===== src/hw/rtl/dedup_pair_stack_with_bulk_delete_assert.svh =====
`ifndef DEDUP_PAIR_STACK_WITH_BULK_DELETE_ASSERT_SVH
`define DEDUP_PAIR_STACK_WITH_BULK_DELETE_ASSERT_SVH

// same-cycle implication, checked out of reset
`define DPS_ASSERT_NOW(label, ante, cons, msg) \
    label: assert property (@(posedge clk) disable iff (!rst_n) (ante) |-> (cons)) \
        else $error(msg);

// next-cycle implication, checked out of reset
`define DPS_ASSERT_NEXT(label, ante, cons, msg) \
    label: assert property (@(posedge clk) disable iff (!rst_n) (ante) |=> (cons)) \
        else $error(msg);

`endif


===== src/hw/rtl/dps_pkg.sv =====
`default_nettype none

package dps_pkg;

    localparam int DEPTH = 128;
    localparam int IDX_W = $clog2(DEPTH);
    localparam int CNT_W = $clog2(DEPTH + 1);
    localparam int KEY_W = 64;

    localparam logic [1:0] OP_ADD       = 2'd0;
    localparam logic [1:0] OP_POP       = 2'd1;
    localparam logic [1:0] OP_DEL_TABLE = 2'd2;
    localparam logic [1:0] OP_DEL_PAIR  = 2'd3;

    localparam logic [1:0] STAT_DONE  = 2'd0;
    localparam logic [1:0] STAT_DUP   = 2'd1;
    localparam logic [1:0] STAT_FULL  = 2'd2;
    localparam logic [1:0] STAT_EMPTY = 2'd3;

    localparam logic [1:0] SEL_NEXT = 2'd0;
    localparam logic [1:0] SEL_HEAD = 2'd1;
    localparam logic [1:0] SEL_KEY  = 2'd2;

    typedef struct packed {
        logic       we;
        logic [1:0] sel;
    } cell_ctrl_t;

    typedef struct packed {
        logic             step;
        logic             keep;
        logic             append;
        logic [IDX_W-1:0] tail_idx;
        logic [IDX_W-1:0] app_idx;
    } pass_ctrl_t;

endpackage

`default_nettype wire


===== src/hw/rtl/dps_cell.sv =====
`default_nettype none

module dps_cell
    import dps_pkg::*;
(
    input  wire logic             clk,
    input  wire cell_ctrl_t       ctrl,
    input  wire logic [KEY_W-1:0] next_table,
    input  wire logic [KEY_W-1:0] next_index,
    input  wire logic [KEY_W-1:0] head_table,
    input  wire logic [KEY_W-1:0] head_index,
    input  wire logic [KEY_W-1:0] key_table,
    input  wire logic [KEY_W-1:0] key_index,
    output logic      [KEY_W-1:0] table_q,
    output logic      [KEY_W-1:0] index_q
);

    logic [KEY_W-1:0] table_reg;
    logic [KEY_W-1:0] index_reg;
    logic [KEY_W-1:0] table_next;
    logic [KEY_W-1:0] index_next;

    always_comb
    begin
        case (ctrl.sel)
            SEL_HEAD:
            begin
                table_next = head_table;
                index_next = head_index;
            end
            SEL_KEY:
            begin
                table_next = key_table;
                index_next = key_index;
            end
            default:
            begin
                table_next = next_table;
                index_next = next_index;
            end
        endcase
    end

    always_ff @(posedge clk)
    begin
        if (ctrl.we)
        begin
            table_reg <= table_next;
            index_reg <= index_next;
        end
    end

    assign table_q = table_reg;
    assign index_q = index_reg;

endmodule

`default_nettype wire


===== config.mk =====
export PLATFORM = sky130hd
export DESIGN_NAME = dps_cell
export DESIGN_NICKNAME = d
export VERILOG_FILES = /design/src/hw/rtl/dedup_pair_stack_with_bulk_delete_assert.svh /design/src/hw/rtl/dps_pkg.sv /design/src/hw/rtl/dps_cell.sv
export SDC_FILE = /design/constraint.sdc
export NUM_CORES = 1
export LEC_CHECK = 0
export BUFFER_PORTS_ARGS = -buffer_cell sky130_fd_sc_hd__buf_2
export CORE_AREA = 3 3 200 202
export DETAILED_ROUTE_END_ITERATION = 7
export DIE_AREA = 0 0 203 205
export PLACE_DENSITY = 0.48
export SYNTH_ARGS = -nofsm -noshare
export SYNTH_HDL_FRONTEND = slang
export SYNTH_SLANG_ARGS = --single-unit

===== constraint.sdc =====
create_clock -name clk -period 1.31 [get_ports clk]
set_clock_uncertainty 0.15 [all_clocks]
set_input_delay 0.131 -clock clk [delete_from_list [all_inputs] [get_ports clk]]
set_output_delay 0.131 -clock clk [all_outputs]
set_load 0.005 [all_outputs]

==> flow_summary.json, run 1 <==
{
  "synthAdderAreaFrac_pct": 0.393,
  "synth-xor-area-share_pct": 0,
  "place_area_mm2": 0.00975,
  "dp_hpwl_um": 21500,
  "netlist.top_cell.by_area": "edfxtp_1",
  "cts_made_buffers": 17,
  "fp.dieW_um": 203,
  "port_buffers": 515,
  "synth_area_leaders": "edfxtp_1, a22oi_1, o21ai_1",
  "synth.avg_cell_area_um2": 11.1,
  "holdBufCountCts": 328,
  "cts_setup_buffers": 0,
  "status": "did not finish",
  "synth_cells": 572,
  "toolErrorMsg": "[ERROR RSZ-0060] Max buffer count reached.",
  "io_pins": 516,
  "floorplan.initialDensity_pct": 16.5,
  "ys_seq_area_share_pct": 60.4,
  "ys_ff_latch": 128,
  "synthMuxAreaShare_pct": 0,
  "root_buffer": "clkbuf_16",
  "placement.setup.worst_slack_ns": -0.259,
  "clock_sinks": 128,
  "routabilityCongestion": 0.838,
  "synth_area_mm2": 0.00636,
  "die_h_um": 205,
  "synth_top_area_share_pct": 60.4,
  "syn_nets": 962,
  "lastStage": "4_1_cts",
  "placed_cells": 1604,
  "synth_compound_area_share_pct": 25.2,
  "ctsResizeCount": 0,
  "clockBufferDepth": 2,
  "ctsHtreeMaxLevel": 4,
  "synth-simple-area-share_pct": 7.55,
  "synth_top_family_by_area": "compound AO/OA/AOI/OAI gates",
  "rows": 72,
  "ys_types": 11,
  "ys_warn_count": 0
}
==> per-stage QoR <==
step                      TNS [ns]  hold slack (ns)
after floorplan           -0.00132           0.0935
after global placement      -21.79            0.262
after detailed placement    -23.67            0.270
==> cells by family after synthesis <==
family | count (synthesis)
compound gates | 256
fa+ha+maj | 2
buf+inv | 58
flops | 128
simple gates | 128
==> synthesized netlist by cell type <==
| cell type | number |
|---|---|
| o21ai_0 | 8 |
| a22oi_1 | 128 |
| ha_1 | 2 |
| buf_4 | 17 |
| nand2_1 | 128 |
| buf_6 | 13 |
| edfxtp_1 | 128 |
| o21ai_1 | 120 |
| inv_1 | 2 |
| buf_2 | 25 |
| clkbuf_1 | 1 |
==> run 2: changes to the inputs <==
Settings changed: CORE_AREA 3 3 200 202 to 3 3 201 203, DIE_AREA 0 0 203 205 to 0 0 204 206, PLACE_DENSITY 0.48 to default, PLACE_DENSITY_LB_ADDON from default to 0.15.
Clock period 1.31 ns to 1.7 ns, I/O delays scaled along.
==> flow_summary.json, run 2 <==
{
  "status": "finished, violations left",
  "violations": "setup timing",
  "n_fill_cell": 3901,
  "fin_crit_ns": 1.71,
  "synth.avg_cell_area_um2": 11.1,
  "hold_class": "in2reg",
  "min_path_cells": 3,
  "worst_pin_slew_ns": 0.622,
  "io_pins": 516,
  "cp_slowest_stage_delay_ns": 0.60,
  "ant_nets": 0,
  "final_cell_count_no_fill": 1936,
  "die_h_um": 206,
  "grt_pass1_vias": 8470,
  "wl_um": 32100,
  "synth_cells": 572,
  "cp_max_fo": 64,
  "final_common_cell": "buf_2",
  "power.total_mw": 10.3,
  "floorplan.initialDensity_pct": 16.5,
  "route.detailed.drc": 0,
  "end_kind": "flop",
  "antenna_found_initial": 1,
  "via_per_inst": 4.14,
  "ctsHtreeMaxLevel": 4,
  "path_clk_slew_ns": 0.06,
  "ys_ff_latch": 128,
  "synth_area_leaders": "edfxtp_1, a22oi_1, o21ai_1",
  "min_to": "table_q[2]",
  "max_clock_freq_mhz": 585,
  "netlist.top_cell.by_area": "edfxtp_1",
  "async_flop_share_pct": 0,
  "gr-total-overflow": 0,
  "grt_max_degree": 73,
  "drive_above_1_share_pct": 41.0,
  "cp_cell_sequence": "buf_2 -> buf_4 -> ha_4 -> buf_12 -> a22oi_1 -> dlygate4sd3_1 -> o21ai_1",
  "slowest_stage": "dlygate4sd3_1",
  "ys_warn_count": 0,
  "synth_top_area_share_pct": 60.4,
  "synth_edf_count": 128,
  "layout_common_cells": "buf_2, dlygate4sd3_1, edfxtp_1",
  "cts_tree": "done",
  "placed_cells": 1581,
  "setup_viol": 1,
  "dp_hpwl_um": 22600,
  "crit_buf_inv": 4,
  "drtIter0Drc": 364,
  "setup_ws_ns": -0.00904,
  "coreArea_mm2": 0.0386,
  "grtUsageTotal_pct": 14.4,
  "wl_per_cell_um": 16.6,
  "grt_pass1_wl_um": 46800,
  "num_antenna_cells": 0,
  "cp-start-kind": "primary input",
  "crit_arrival_ns": 1.73,
  "port_buffers": 515,
  "hold_viol": 0,
  "relSlewSlack_pct": 58.5,
  "worstPathRequired_ns": 1.72,
  "ys_seq_area_share_pct": 60.4,
  "clock_sinks": 128,
  "maxCapViolations": 0,
  "crit_start": "ctrl[1]",
  "slew_violations": 0,
  "cp_top_family": "buffers and inverters",
  "ys_types": 11,
  "synth_area_mm2": 0.00636,
  "finalCritPeriodShare_pct": 101,
  "routabilityCongestion": 0.777,
  "syn_nets": 962,
  "vdd_ir_drop_max_mv": 0.640,
  "rows": 72,
  "power_density_mw_per_mm2": 765,
  "fp.dieW_um": 204,
  "vias": 8007,
  "cts_made_buffers": 17,
  "dieArea_mm2": 0.0420,
  "root_buffer": "clkbuf_16",
  "rsz0062_at_grt": "yes",
  "dr.pass1.iters": 5,
  "crit_type": "in2reg",
  "synth_ff_type": "edfxtp_1",
  "min-delay-start": "head_table[2]",
  "leakagePower_nw": 5.87,
  "clockBufferDepth": 2,
  "area_growth_pct": 113,
  "fin_nets": 1796,
  "synth_common_cells": "a22oi_1, edfxtp_1, nand2_1"
}
[run 2: cell counts after synthesis]
Identical to the previous run, type by type.
[run 2: how the worst max path moves through the flow]
stage | endpoint | slack [ns] | cells past startpoint
after CTS | table_q[9] | 0.01 | 7
after global routing | table_q[10] | -0.009 | 7
after detailed placement | index_q[24] | -0.04 | 6
after global placement | index_q[19] | -0.02 | 6
after floorplan | index_q[2] | 0.35 | 6
final | table_q[17] | -0.009 | 7
[run 2: cell type report]
cell class | instances | area, um^2 | share of cell area [%]
inverter | 2 | 7.51 | 0.0555
clock inverter | 8 | 114 | 0.842
sequential | 128 | 3840 | 28.4
multi-input combinational | 386 | 2160 | 16.0
timing repair buffer | 871 | 6300 | 46.6
tap | 518 | 648 | 4.79
clock buffer | 23 | 448 | 3.31
[run 2: where the power goes]
part | internal [mW] | switching, mW | total (mW)
logic | 1.52 | 1.16 | 2.68
registers | 3.91 | 0.0895 | 4.00
clock network | 2.28 | 1.39 | 3.67
total | 7.70 | 2.64 | 10.3
[run 2: through the flow]
stage                     hold WS (ns)  worst slack [ns]  util [%]  area [um^2]  setup TNS (ns)
after floorplan                  0.132             0.350         -         6360               0
after global placement           0.303           -0.0228      24.9         9620         -0.0526
after detailed placement         0.301           -0.0372      24.9         9620          -0.267
after CTS                      0.00316            0.0129      34.6        13400               0
after global routing            0.0101          -0.00897      35.0        13500         -0.0299
final                           0.0316          -0.00904      35.0        13500        -0.00904
[run 2: cell families after synthesis]
group	synth area share [%]
DFF	60.4
buffers and inverters	6.45
adders and majority gates	0.393
AOI/OAI and AO/OA	25.2
and+or+nand+nor	7.55
[run 2: repair_timing]
item,in CTS,in global routing
endpoints found under the setup margin,0,26
hold buffers,320,0
buffers inserted,0,1
gates resized for setup,0,13
endpoints found under the hold margin,136,0
[run 2: metal layers]
layer | part of all wire (%) | track usage (%) | vias up
met5 | 0.022 | 0 | -
met4 | 2.2 | 4.55 | 2
met3 | 8.5 | 4.93 | 40
met2 | 51 | 26.2 | 392
met1 | 38 | 15.8 | 3714
li1 | - | - | 3859
Power figures use the tool's default switching activity.
