`src/hw/rtl/dedup_pair_stack_with_bulk_delete_assert.svh`:
```
`ifndef DEDUP_PAIR_STACK_WITH_BULK_DELETE_ASSERT_SVH
`define DEDUP_PAIR_STACK_WITH_BULK_DELETE_ASSERT_SVH

// same-cycle implication, checked out of reset
`define DPS_ASSERT_NOW(label, ante, cons, msg) \
    label: assert property (@(posedge clk) disable iff (!rst_n) (ante) |-> (cons)) \
        else $error(msg);

// next-cycle implication, checked out of reset
`define DPS_ASSERT_NEXT(label, ante, cons, msg) \
    label: assert property (@(posedge clk) disable iff (!rst_n) (ante) |=> (cons)) \
        else $error(msg);

`endif

```
`src/hw/rtl/dps_pkg.sv`:
```
`default_nettype none

package dps_pkg;

    localparam int DEPTH = 128;
    localparam int IDX_W = $clog2(DEPTH);
    localparam int CNT_W = $clog2(DEPTH + 1);
    localparam int KEY_W = 64;

    localparam logic [1:0] OP_ADD       = 2'd0;
    localparam logic [1:0] OP_POP       = 2'd1;
    localparam logic [1:0] OP_DEL_TABLE = 2'd2;
    localparam logic [1:0] OP_DEL_PAIR  = 2'd3;

    localparam logic [1:0] STAT_DONE  = 2'd0;
    localparam logic [1:0] STAT_DUP   = 2'd1;
    localparam logic [1:0] STAT_FULL  = 2'd2;
    localparam logic [1:0] STAT_EMPTY = 2'd3;

    localparam logic [1:0] SEL_NEXT = 2'd0;
    localparam logic [1:0] SEL_HEAD = 2'd1;
    localparam logic [1:0] SEL_KEY  = 2'd2;

    typedef struct packed {
        logic       we;
        logic [1:0] sel;
    } cell_ctrl_t;

    typedef struct packed {
        logic             step;
        logic             keep;
        logic             append;
        logic [IDX_W-1:0] tail_idx;
        logic [IDX_W-1:0] app_idx;
    } pass_ctrl_t;

endpackage

`default_nettype wire

```
`src/hw/rtl/dps_ctrl.sv`:
```
`default_nettype none

`include "dedup_pair_stack_with_bulk_delete_assert.svh"

module dps_ctrl
    import dps_pkg::*;
(
    input  wire logic             clk,
    input  wire logic             rst_n,
    input  wire logic             in_valid,
    output logic                  in_stall,
    input  wire logic [1:0]       operation,
    input  wire logic [KEY_W-1:0] table_key,
    input  wire logic [KEY_W-1:0] index_key,
    output logic                  out_valid,
    input  wire logic             out_stall,
    output logic      [KEY_W-1:0] popped_table,
    output logic      [KEY_W-1:0] popped_index,
    output logic      [1:0]       status,
    output logic      [7:0]       removed_count,
    output logic      [7:0]       occupancy,
    input  wire logic [KEY_W-1:0] head_table,
    input  wire logic [KEY_W-1:0] head_index,
    output logic      [KEY_W-1:0] key_table,
    output logic      [KEY_W-1:0] key_index,
    output pass_ctrl_t            pass
);

    localparam logic [1:0] ST_IDLE = 2'd0;
    localparam logic [1:0] ST_SCAN = 2'd1;
    localparam logic [1:0] ST_FIN  = 2'd2;

    logic [1:0]       state_reg;
    logic [CNT_W-1:0] count_reg;
    logic [CNT_W-1:0] start_reg;
    logic [CNT_W-1:0] rem_reg;
    logic [1:0]       op_reg;
    logic [KEY_W-1:0] tkey_reg;
    logic [KEY_W-1:0] ikey_reg;
    logic             dup_reg;
    logic             hit_reg;
    logic [KEY_W-1:0] ptab_reg;
    logic [KEY_W-1:0] pidx_reg;

    logic             out_valid_reg;
    logic [KEY_W-1:0] out_table_reg;
    logic [KEY_W-1:0] out_index_reg;
    logic [1:0]       out_status_reg;
    logic [7:0]       out_removed_reg;
    logic [7:0]       out_occ_reg;

    logic             tab_eq;
    logic             pair_eq;
    logic             step;
    logic             drop;
    logic             finish;
    logic             append;
    logic             full;
    logic [1:0]       status_next;
    logic [7:0]       removed_next;
    logic [CNT_W-1:0] count_next;

    assign tab_eq  = (head_table == tkey_reg);
    assign pair_eq = tab_eq && (head_index == ikey_reg);
    assign step    = (state_reg == ST_SCAN) && (rem_reg != '0);
    assign finish  = (state_reg == ST_FIN) && (!out_valid_reg || !out_stall);
    assign full    = (count_reg == CNT_W'(DEPTH));
    assign append  = finish && (op_reg == OP_ADD) && !dup_reg && !full;

    always_comb
    begin
        unique case (op_reg)
            OP_ADD:       drop = 1'b0;
            OP_POP:       drop = (rem_reg == CNT_W'(1));
            OP_DEL_TABLE: drop = tab_eq;
            OP_DEL_PAIR:  drop = !hit_reg && pair_eq;
            default:      drop = 1'b0;
        endcase
    end

    always_comb
    begin
        status_next  = STAT_DONE;
        removed_next = 8'(start_reg - count_reg);
        unique case (op_reg)
            OP_ADD:
            begin
                removed_next = '0;
                if (dup_reg)
                begin
                    status_next = STAT_DUP;
                end
                else if (full)
                begin
                    status_next = STAT_FULL;
                end
            end
            OP_POP:
            begin
                removed_next = '0;
                if (start_reg == '0)
                begin
                    status_next = STAT_EMPTY;
                end
            end
            default:
            begin
                status_next = STAT_DONE;
            end
        endcase
    end

    always_comb
    begin
        count_next = count_reg;
        if (step && drop)
        begin
            count_next = count_reg - CNT_W'(1);
        end
        else if (append)
        begin
            count_next = count_reg + CNT_W'(1);
        end
    end

    always_ff @(posedge clk or negedge rst_n)
    begin
        if (!rst_n)
        begin
            state_reg     <= ST_IDLE;
            count_reg     <= '0;
            rem_reg       <= '0;
            out_valid_reg <= 1'b0;
        end
        else
        begin
            count_reg <= count_next;
            unique case (state_reg)
                ST_IDLE:
                begin
                    if (in_valid)
                    begin
                        rem_reg   <= count_reg;
                        state_reg <= ST_SCAN;
                    end
                end
                ST_SCAN:
                begin
                    if (rem_reg == '0)
                    begin
                        state_reg <= ST_FIN;
                    end
                    else
                    begin
                        rem_reg <= rem_reg - CNT_W'(1);
                    end
                end
                ST_FIN:
                begin
                    if (finish)
                    begin
                        state_reg <= ST_IDLE;
                    end
                end
                default:
                begin
                    state_reg <= ST_IDLE;
                end
            endcase
            if (finish)
            begin
                out_valid_reg <= 1'b1;
            end
            else if (!out_stall)
            begin
                out_valid_reg <= 1'b0;
            end
        end
    end

    always_ff @(posedge clk)
    begin
        if ((state_reg == ST_IDLE) && in_valid)
        begin
            op_reg    <= operation;
            tkey_reg  <= table_key;
            ikey_reg  <= index_key;
            start_reg <= count_reg;
            dup_reg   <= 1'b0;
            hit_reg   <= 1'b0;
            ptab_reg  <= '0;
            pidx_reg  <= '0;
        end
        else if (step)
        begin
            if ((op_reg == OP_ADD) && pair_eq)
            begin
                dup_reg <= 1'b1;
            end
            if (drop)
            begin
                hit_reg <= 1'b1;
            end
            if (drop && (op_reg == OP_POP))
            begin
                ptab_reg <= head_table;
                pidx_reg <= head_index;
            end
        end
        if (finish)
        begin
            out_table_reg   <= ptab_reg;
            out_index_reg   <= pidx_reg;
            out_status_reg  <= status_next;
            out_removed_reg <= removed_next;
            out_occ_reg     <= 8'(count_next);
        end
    end

    assign in_stall      = (state_reg != ST_IDLE);
    assign out_valid     = out_valid_reg;
    assign popped_table  = out_table_reg;
    assign popped_index  = out_index_reg;
    assign status        = out_status_reg;
    assign removed_count = out_removed_reg;
    assign occupancy     = out_occ_reg;
    assign key_table     = tkey_reg;
    assign key_index     = ikey_reg;

    assign pass.step     = step;
    assign pass.keep     = !drop;
    assign pass.append   = append;
    assign pass.tail_idx = IDX_W'(count_reg - CNT_W'(1));
    assign pass.app_idx  = IDX_W'(count_reg);

    `DPS_ASSERT_NOW(a_count_bound, 1'b1, count_reg <= CNT_W'(DEPTH), "count above depth")
    `DPS_ASSERT_NOW(a_rem_bound, state_reg == ST_SCAN, rem_reg <= count_reg, "scan past region")
    `DPS_ASSERT_NEXT(a_drop_shrinks, step && drop, count_reg == $past(count_reg) - CNT_W'(1),
        "drop did not shrink store")
    `DPS_ASSERT_NEXT(a_finish_result, finish, out_valid && (occupancy == 8'($past(count_next))),
        "result not presented")

endmodule

`default_nettype wire
```
`config.mk`:
```
export PLATFORM = sky130hd
export DESIGN_NAME = dps_ctrl
export DESIGN_NICKNAME = d
export VERILOG_FILES = /design/src/hw/rtl/dps_pkg.sv /design/src/hw/rtl/dps_ctrl.sv
export VERILOG_INCLUDE_DIRS = /design/src /design/src/hw/rtl
export SDC_FILE = /design/constraint.sdc
export NUM_CORES = 1
export LEC_CHECK = 0
export BUFFER_PORTS_ARGS = -buffer_cell sky130_fd_sc_hd__buf_4
export CAP_MARGIN = 20
export CORE_AREA = 2 2 218 220
export DETAILED_ROUTE_END_ITERATION = 12
export DIE_AREA = 0 0 220 222
export SLEW_MARGIN = 10
export SYNTH_ARGS = -nofsm -noshare
export SYNTH_HDL_FRONTEND = slang
export SYNTH_SLANG_ARGS = --single-unit
```
`constraint.sdc`:
```
create_clock -name clk -period 16.2 [get_ports clk]
set_input_delay 2.43 -clock clk [delete_from_list [all_inputs] [get_ports clk]]
set_output_delay 2.43 -clock clk [all_outputs]
set_load 0.02 [all_outputs]
```
# [Word level (Yosys, flattened, before mapping)]
# Index checks and enable logic that the tools add are counted.
[word_totals] wordCells=82 mem_count=0 latch_bits=0 ff_bits=433 ram_bits=0 mem_bits_ro=0
[classes] n_bitwise=0 eq_ne=14 reduce_logical=31 n_mux=16 n_lt_le_gt_ge=0 div=0 n_mul=0 shift=0 addsub=4
[op_table] cell="$eq 64x64->1" count=2
[op_table] cell="$mux 8" count=4
[op_table] cell="$logic_not 8->1" count=2
[op_table] cell="$pmux 8 s2" count=1
[op_table] cell="$sub 8x1->8 const B" count=2
[op_table] cell="$mux 2" count=6
[op_table] cell="$logic_and 1x1->1" count=11
[op_table] cell="$add 8x1->8 const B" count=1
[op_table] cell="$eq 8x1->1 const B" count=1
[op_table] cell="$eq 8x8->1 const B" count=1
[op_table] cell="$reduce_bool 8->1" count=1
[op_table] cell="$sub 8x8->8" count=1
[op_table] cell="$eq 2x2->1 const B" count=3
[op_table] cell="$logic_not 1->1" count=6
[op_table] cell="$ne 2x2->1 const B" count=3
[op_table] cell="$pmux 2 s3" count=1
[op_table] cell="$reduce_and 2->1" count=3
[op_table] cell="$reduce_and 3->1" count=2
[op_table] cell="$eq 2x1->1 const B" count=2
[op_table] cell="$logic_not 2->1" count=2
[op_table] cell="$ne 2x1->1 const B" count=2
[op_table] cell="$pmux 1 s4" count=1
[op_table] cell="$pmux 2 s2" count=1
[op_table] cell="$reduce_bool 2->1" count=2
[op_table] cell="3 further kinds" count=4

# [Depth between registers and ports, before layout]
[depth] depth_word=8 depth_mapped=11

# [Least setup slack after synthesis]
# Ideal clock, no wire load.
[synth_path] kind="input to output" from="in out_stall" to="out pass[14] (netlist bit)" n_path_buf=1 cell_stages=4 required_ns=13.770 arrival_ns=10.930 setup_slack_ns=2.840 cell_sequence="a21oi_1 nand3_1 inv_1 buf_4"
[synth_between] elab_chain_len=6
[synth_rtl] element="from (decl)" line_no="dps_ctrl.sv:16" text="input wire logic out_stall,"
[synth_rtl] element="$logic_not 1->1"
[synth_rtl] element="$logic_or 1x1->1" line_no="dps_ctrl.sv:66" text="assign finish = (state_reg == ST_FIN) && (!out_valid_reg || !out_stall);"
[synth_rtl] element="$logic_and 1x1->1" line_no="dps_ctrl.sv:66"
[synth_rtl] element="$logic_and 1x1->1 (3 in a row)" line_no="dps_ctrl.sv:68" text="assign append = finish && (op_reg == OP_ADD) && !dup_reg && !full;"
[synth_rtl] element="to (decl)" line_no="dps_ctrl.sv:26" text="output pass_ctrl_t pass"
# No other way between the ends.

==> out/metrics.csv <==
metric;value;unit
largest net degree at the start of global routing;126;
grt total ovfl;0;
Final Skew;0.0177;ns
Final Max Tran Viols;0;
io pins;555;
R2R depth;8;
class of the worst hold path;reg -> reg;
actual slew at the worst max-slew pin;0.972;ns
Synth Area in Compound Gates;0.0590;
DRT Wirelength;52.8;mm
initial antenna violation count;4;
worst reg2reg path startpoint;key_index[48]$_DFFE_PP_;
Top delay family on crit path;simple AND/OR/NAND/NOR gates;
Max Buffers Root-to-Sink;3;
adder-cell share of the synthesized area;0.0106;
Row Count;79;
Post-Syn Nets;1504;
Tot GR Track Use;0.209;
Cell Pwr Density;136;mW/mm^2
simple-gate share of the synthesized area;0.106;
final setup TNS;0;ns
vias in the first global route;11592;
CTS tree;done;
most frequent cell after synthesis;edfxtp_1;
Synth Register Bits;433;
Max-Cap Viols;0;
top-area cell type share of the netlist area;0.531;
vias per cell;4.73;
initial DRC count;667;
HPWL Detailed;39.5;mm
syn avg cell area;13.1;um^2
die width;220;um
crit start category;input pin;
Gate Count Post-Synth;1229;
sequential share of the synthesized area;0.722;
WHS;0.415;ns
Pre-Repair DR Iteration Count;4;
fin util;0.483;
largest area contributor in the netlist;edfxtp_1;
Hold Fails Final Rpt;0;
Bufs and invs on worst path;2;
port bufs;554;
# nets final;2059;
Crit Path Class;in -> out;
Worst Hold End;popped_index[42]$_DFFE_PP_;
yosys warns;0;
Crit path required time;13.77;ns
hold_sp;pidx_reg[42]$_SDFFE_PP0P_;
critical path cell sequence;buf_4 > xnor2_1 > nand4_1 > nor4_1 > nand4_1 > nor4_4 > a21oi_2 > buf_4;
Initial Utilization;0.347;
crit path max fanout;9;
max incr delay on CP;0.61;ns
post-synthesis xor/xnor area fraction;0.0774;
RSZ-0062 raised after global routing;no;
post-CTS setup repair buffer count;0;
Die ar.;0.0488;mm^2
fin crit period;7.41;ns
crit end category;primary output;
clk sink count;433;
Reg-to-Reg End;occupancy[4]$_DFFE_PP_;
Leak Pwr;8.49;nW
cts bufs inserted;47;
clock-pin slew on the worst setup and hold paths;0.06;ns
top post-synthesis cells by count;284 x edfxtp_1, 275 x nand2_1, 141 x a21oi_1;
first-pass GRT wire length;75.3;mm
synth unique cells;48;
Sw Ratio;0.280;
Most used DFF post-synth;edfxtp_1;
Routed Antenna Nets;0;
VDD IR-drop max;0.0938;mV
Peak Freq;0.135;GHz
asr flop ratio synth;0.0439;
Flop pwr share;0.464;
final worst path period share;0.457;
ranking of synthesized cells by area;edfxtp_1 53%, dfxtp_1 16%, xnor2_1 7.6%, nand2_1 6.4%, a21oi_1 4.4%;
hold path depth;0;
hold buffers post-CTS;0;
largest family of logic cells by synthesized area;simple AND/OR/NAND/NOR gates;
crit path DAT;4.98;ns
die height;222;um
DRC Markers;0;
number of flops mapped to enable cells by yosys;284;
R2R Setup Slk;12.55;ns
outcome;finished clean;
Final Wtd Congestion;0.910;
area of the core;0.0463;mm^2
PostCTS Resize Cnt;0;
CTS H-Tree Depth;2;
Root Driver;clkbuf_16;
Int Power;2.18;mW
relative slew slack;0.352;
Logic pwr share;0.178;
layout cell share with drive strength beyond 1;0.357;
Worst-Skew Late Latency;0.58;ns
post-synthesis mux area share;0.000701;
slowest CP cell;nor4_1;
via count;11513;
Syn Std Cell Area;0.0161;mm^2
area grow syn2layout;39.1;%
final setup violation count;0;
clock share of power;0.358;
Net Sw Power;0.849;mW
drt wl/cell;21.7;um
[area by class of cell]
| cell class | instances | area (um^2) |
|---|---|---|
| antenna | 3 | 7.51 |
| clock buffer | 63 | 1360 |
| clock inverter | 25 | 223 |
| fill | 4243 | 23900 |
| inverter | 21 | 86.3 |
| multi-input combinational | 720 | 4100 |
| sequential | 433 | 11600 |
| tap | 607 | 759 |
| timing repair buffer | 561 | 4210 |
[metal layers]
layer,track usage,wire length (um),vias to the layer above
met5,0,0,-
li1,-,-,5414
met3,0.0617,4450,70
met2,0.364,26900,431
met4,0.0580,1200,0
met1,0.248,20200,5598
[layout by cell type, fill, tap and decap left out, types with 2 or more instances in the layout]
cell | netlist | routed
nor4_1 | 11 | 11
o22ai_1 | 2 | 2
o21a_1 | 3 | 3
nand2_1 | 275 | 274
bufinv_16 | 0 | 3
or3_1 | 2 | 2
clkbuf_1 | 24 | 7
nor2b_1 | 6 | 6
o21ai_0 | 20 | 20
clkinvlp_4 | 0 | 5
clkbuf_8 | 0 | 6
clkinv_2 | 0 | 9
nand2b_1 | 4 | 4
nor2_1 | 21 | 20
xnor2_1 | 140 | 140
nand4_1 | 37 | 37
nand3_1 | 7 | 7
and2_1 | 2 | 2
o31ai_1 | 2 | 2
ha_1 | 12 | 12
nor3b_1 | 5 | 5
diode_2 | 0 | 3
dfrtp_1 | 19 | 19
a21oi_1 | 141 | 140
o311ai_0 | 2 | 2
buf_4 | 20 | 561
edfxtp_1 | 284 | 284
o211ai_1 | 2 | 2
xor2_1 | 2 | 2
nor3_1 | 6 | 6
nor4_2 | 2 | 2
clkinv_1 | 0 | 5
and3b_1 | 2 | 2
dfxtp_1 | 130 | 130
inv_1 | 20 | 19
clkbuf_16 | 0 | 50
[worst max path at each step]
stage                     cells after the start           start  endpoint
after global routing                          8   head_table[0]  pass[15]
after CTS                                     8  head_index[48]  pass[15]
after detailed placement                      8  head_index[48]  pass[15]
final                                         8  head_index[48]  pass[15]
after global placement                        8  head_index[48]  pass[15]
after floorplan                               4       out_stall  pass[14]
[kinds of logic after synthesis]
| group | Yosys count |
|---|---|
| flip-flops | 433 |
| AND/OR/NAND/NOR | 385 |
| AO/OA/AOI/OAI | 179 |
| XOR/XNOR | 142 |
| buffers and inverters | 76 |
| adder cells (fa/ha/maj) | 13 |
| multiplexers | 1 |
[power groups by stage]
stage / Combinational (mW) / Clock, mW / Sequential, mW
6_report: 0.540 / 1.08 / 1.41
5_1_grt: 0.587 / 1.16 / 1.42
4_1_cts: 0.545 / 1.12 / 1.41
3_5_place_dp: 0.543 / 0 / 1.43
3_3_place_gp: 0.536 / 0 / 1.42
2_1_floorplan: 0.250 / 0 / 1.47
[per-stage QoR]
stage | instance area (um^2) | total power [mW] | std cells | worst slack [ns]
2_1_floorplan | 16100 | 1.72 | 1229 | 2.84
3_3_place_gp | 20800 | 1.96 | 2342 | 8.72
3_5_place_dp | 20800 | 1.97 | 2342 | 8.73
4_1_cts | 22300 | 3.07 | 2430 | 8.70
5_1_grt | 22400 | 3.16 | 2432 | 8.65
6_report | 22400 | 3.03 | 2433 | 8.79
Note: power is estimated with default switching activity, not from simulation.
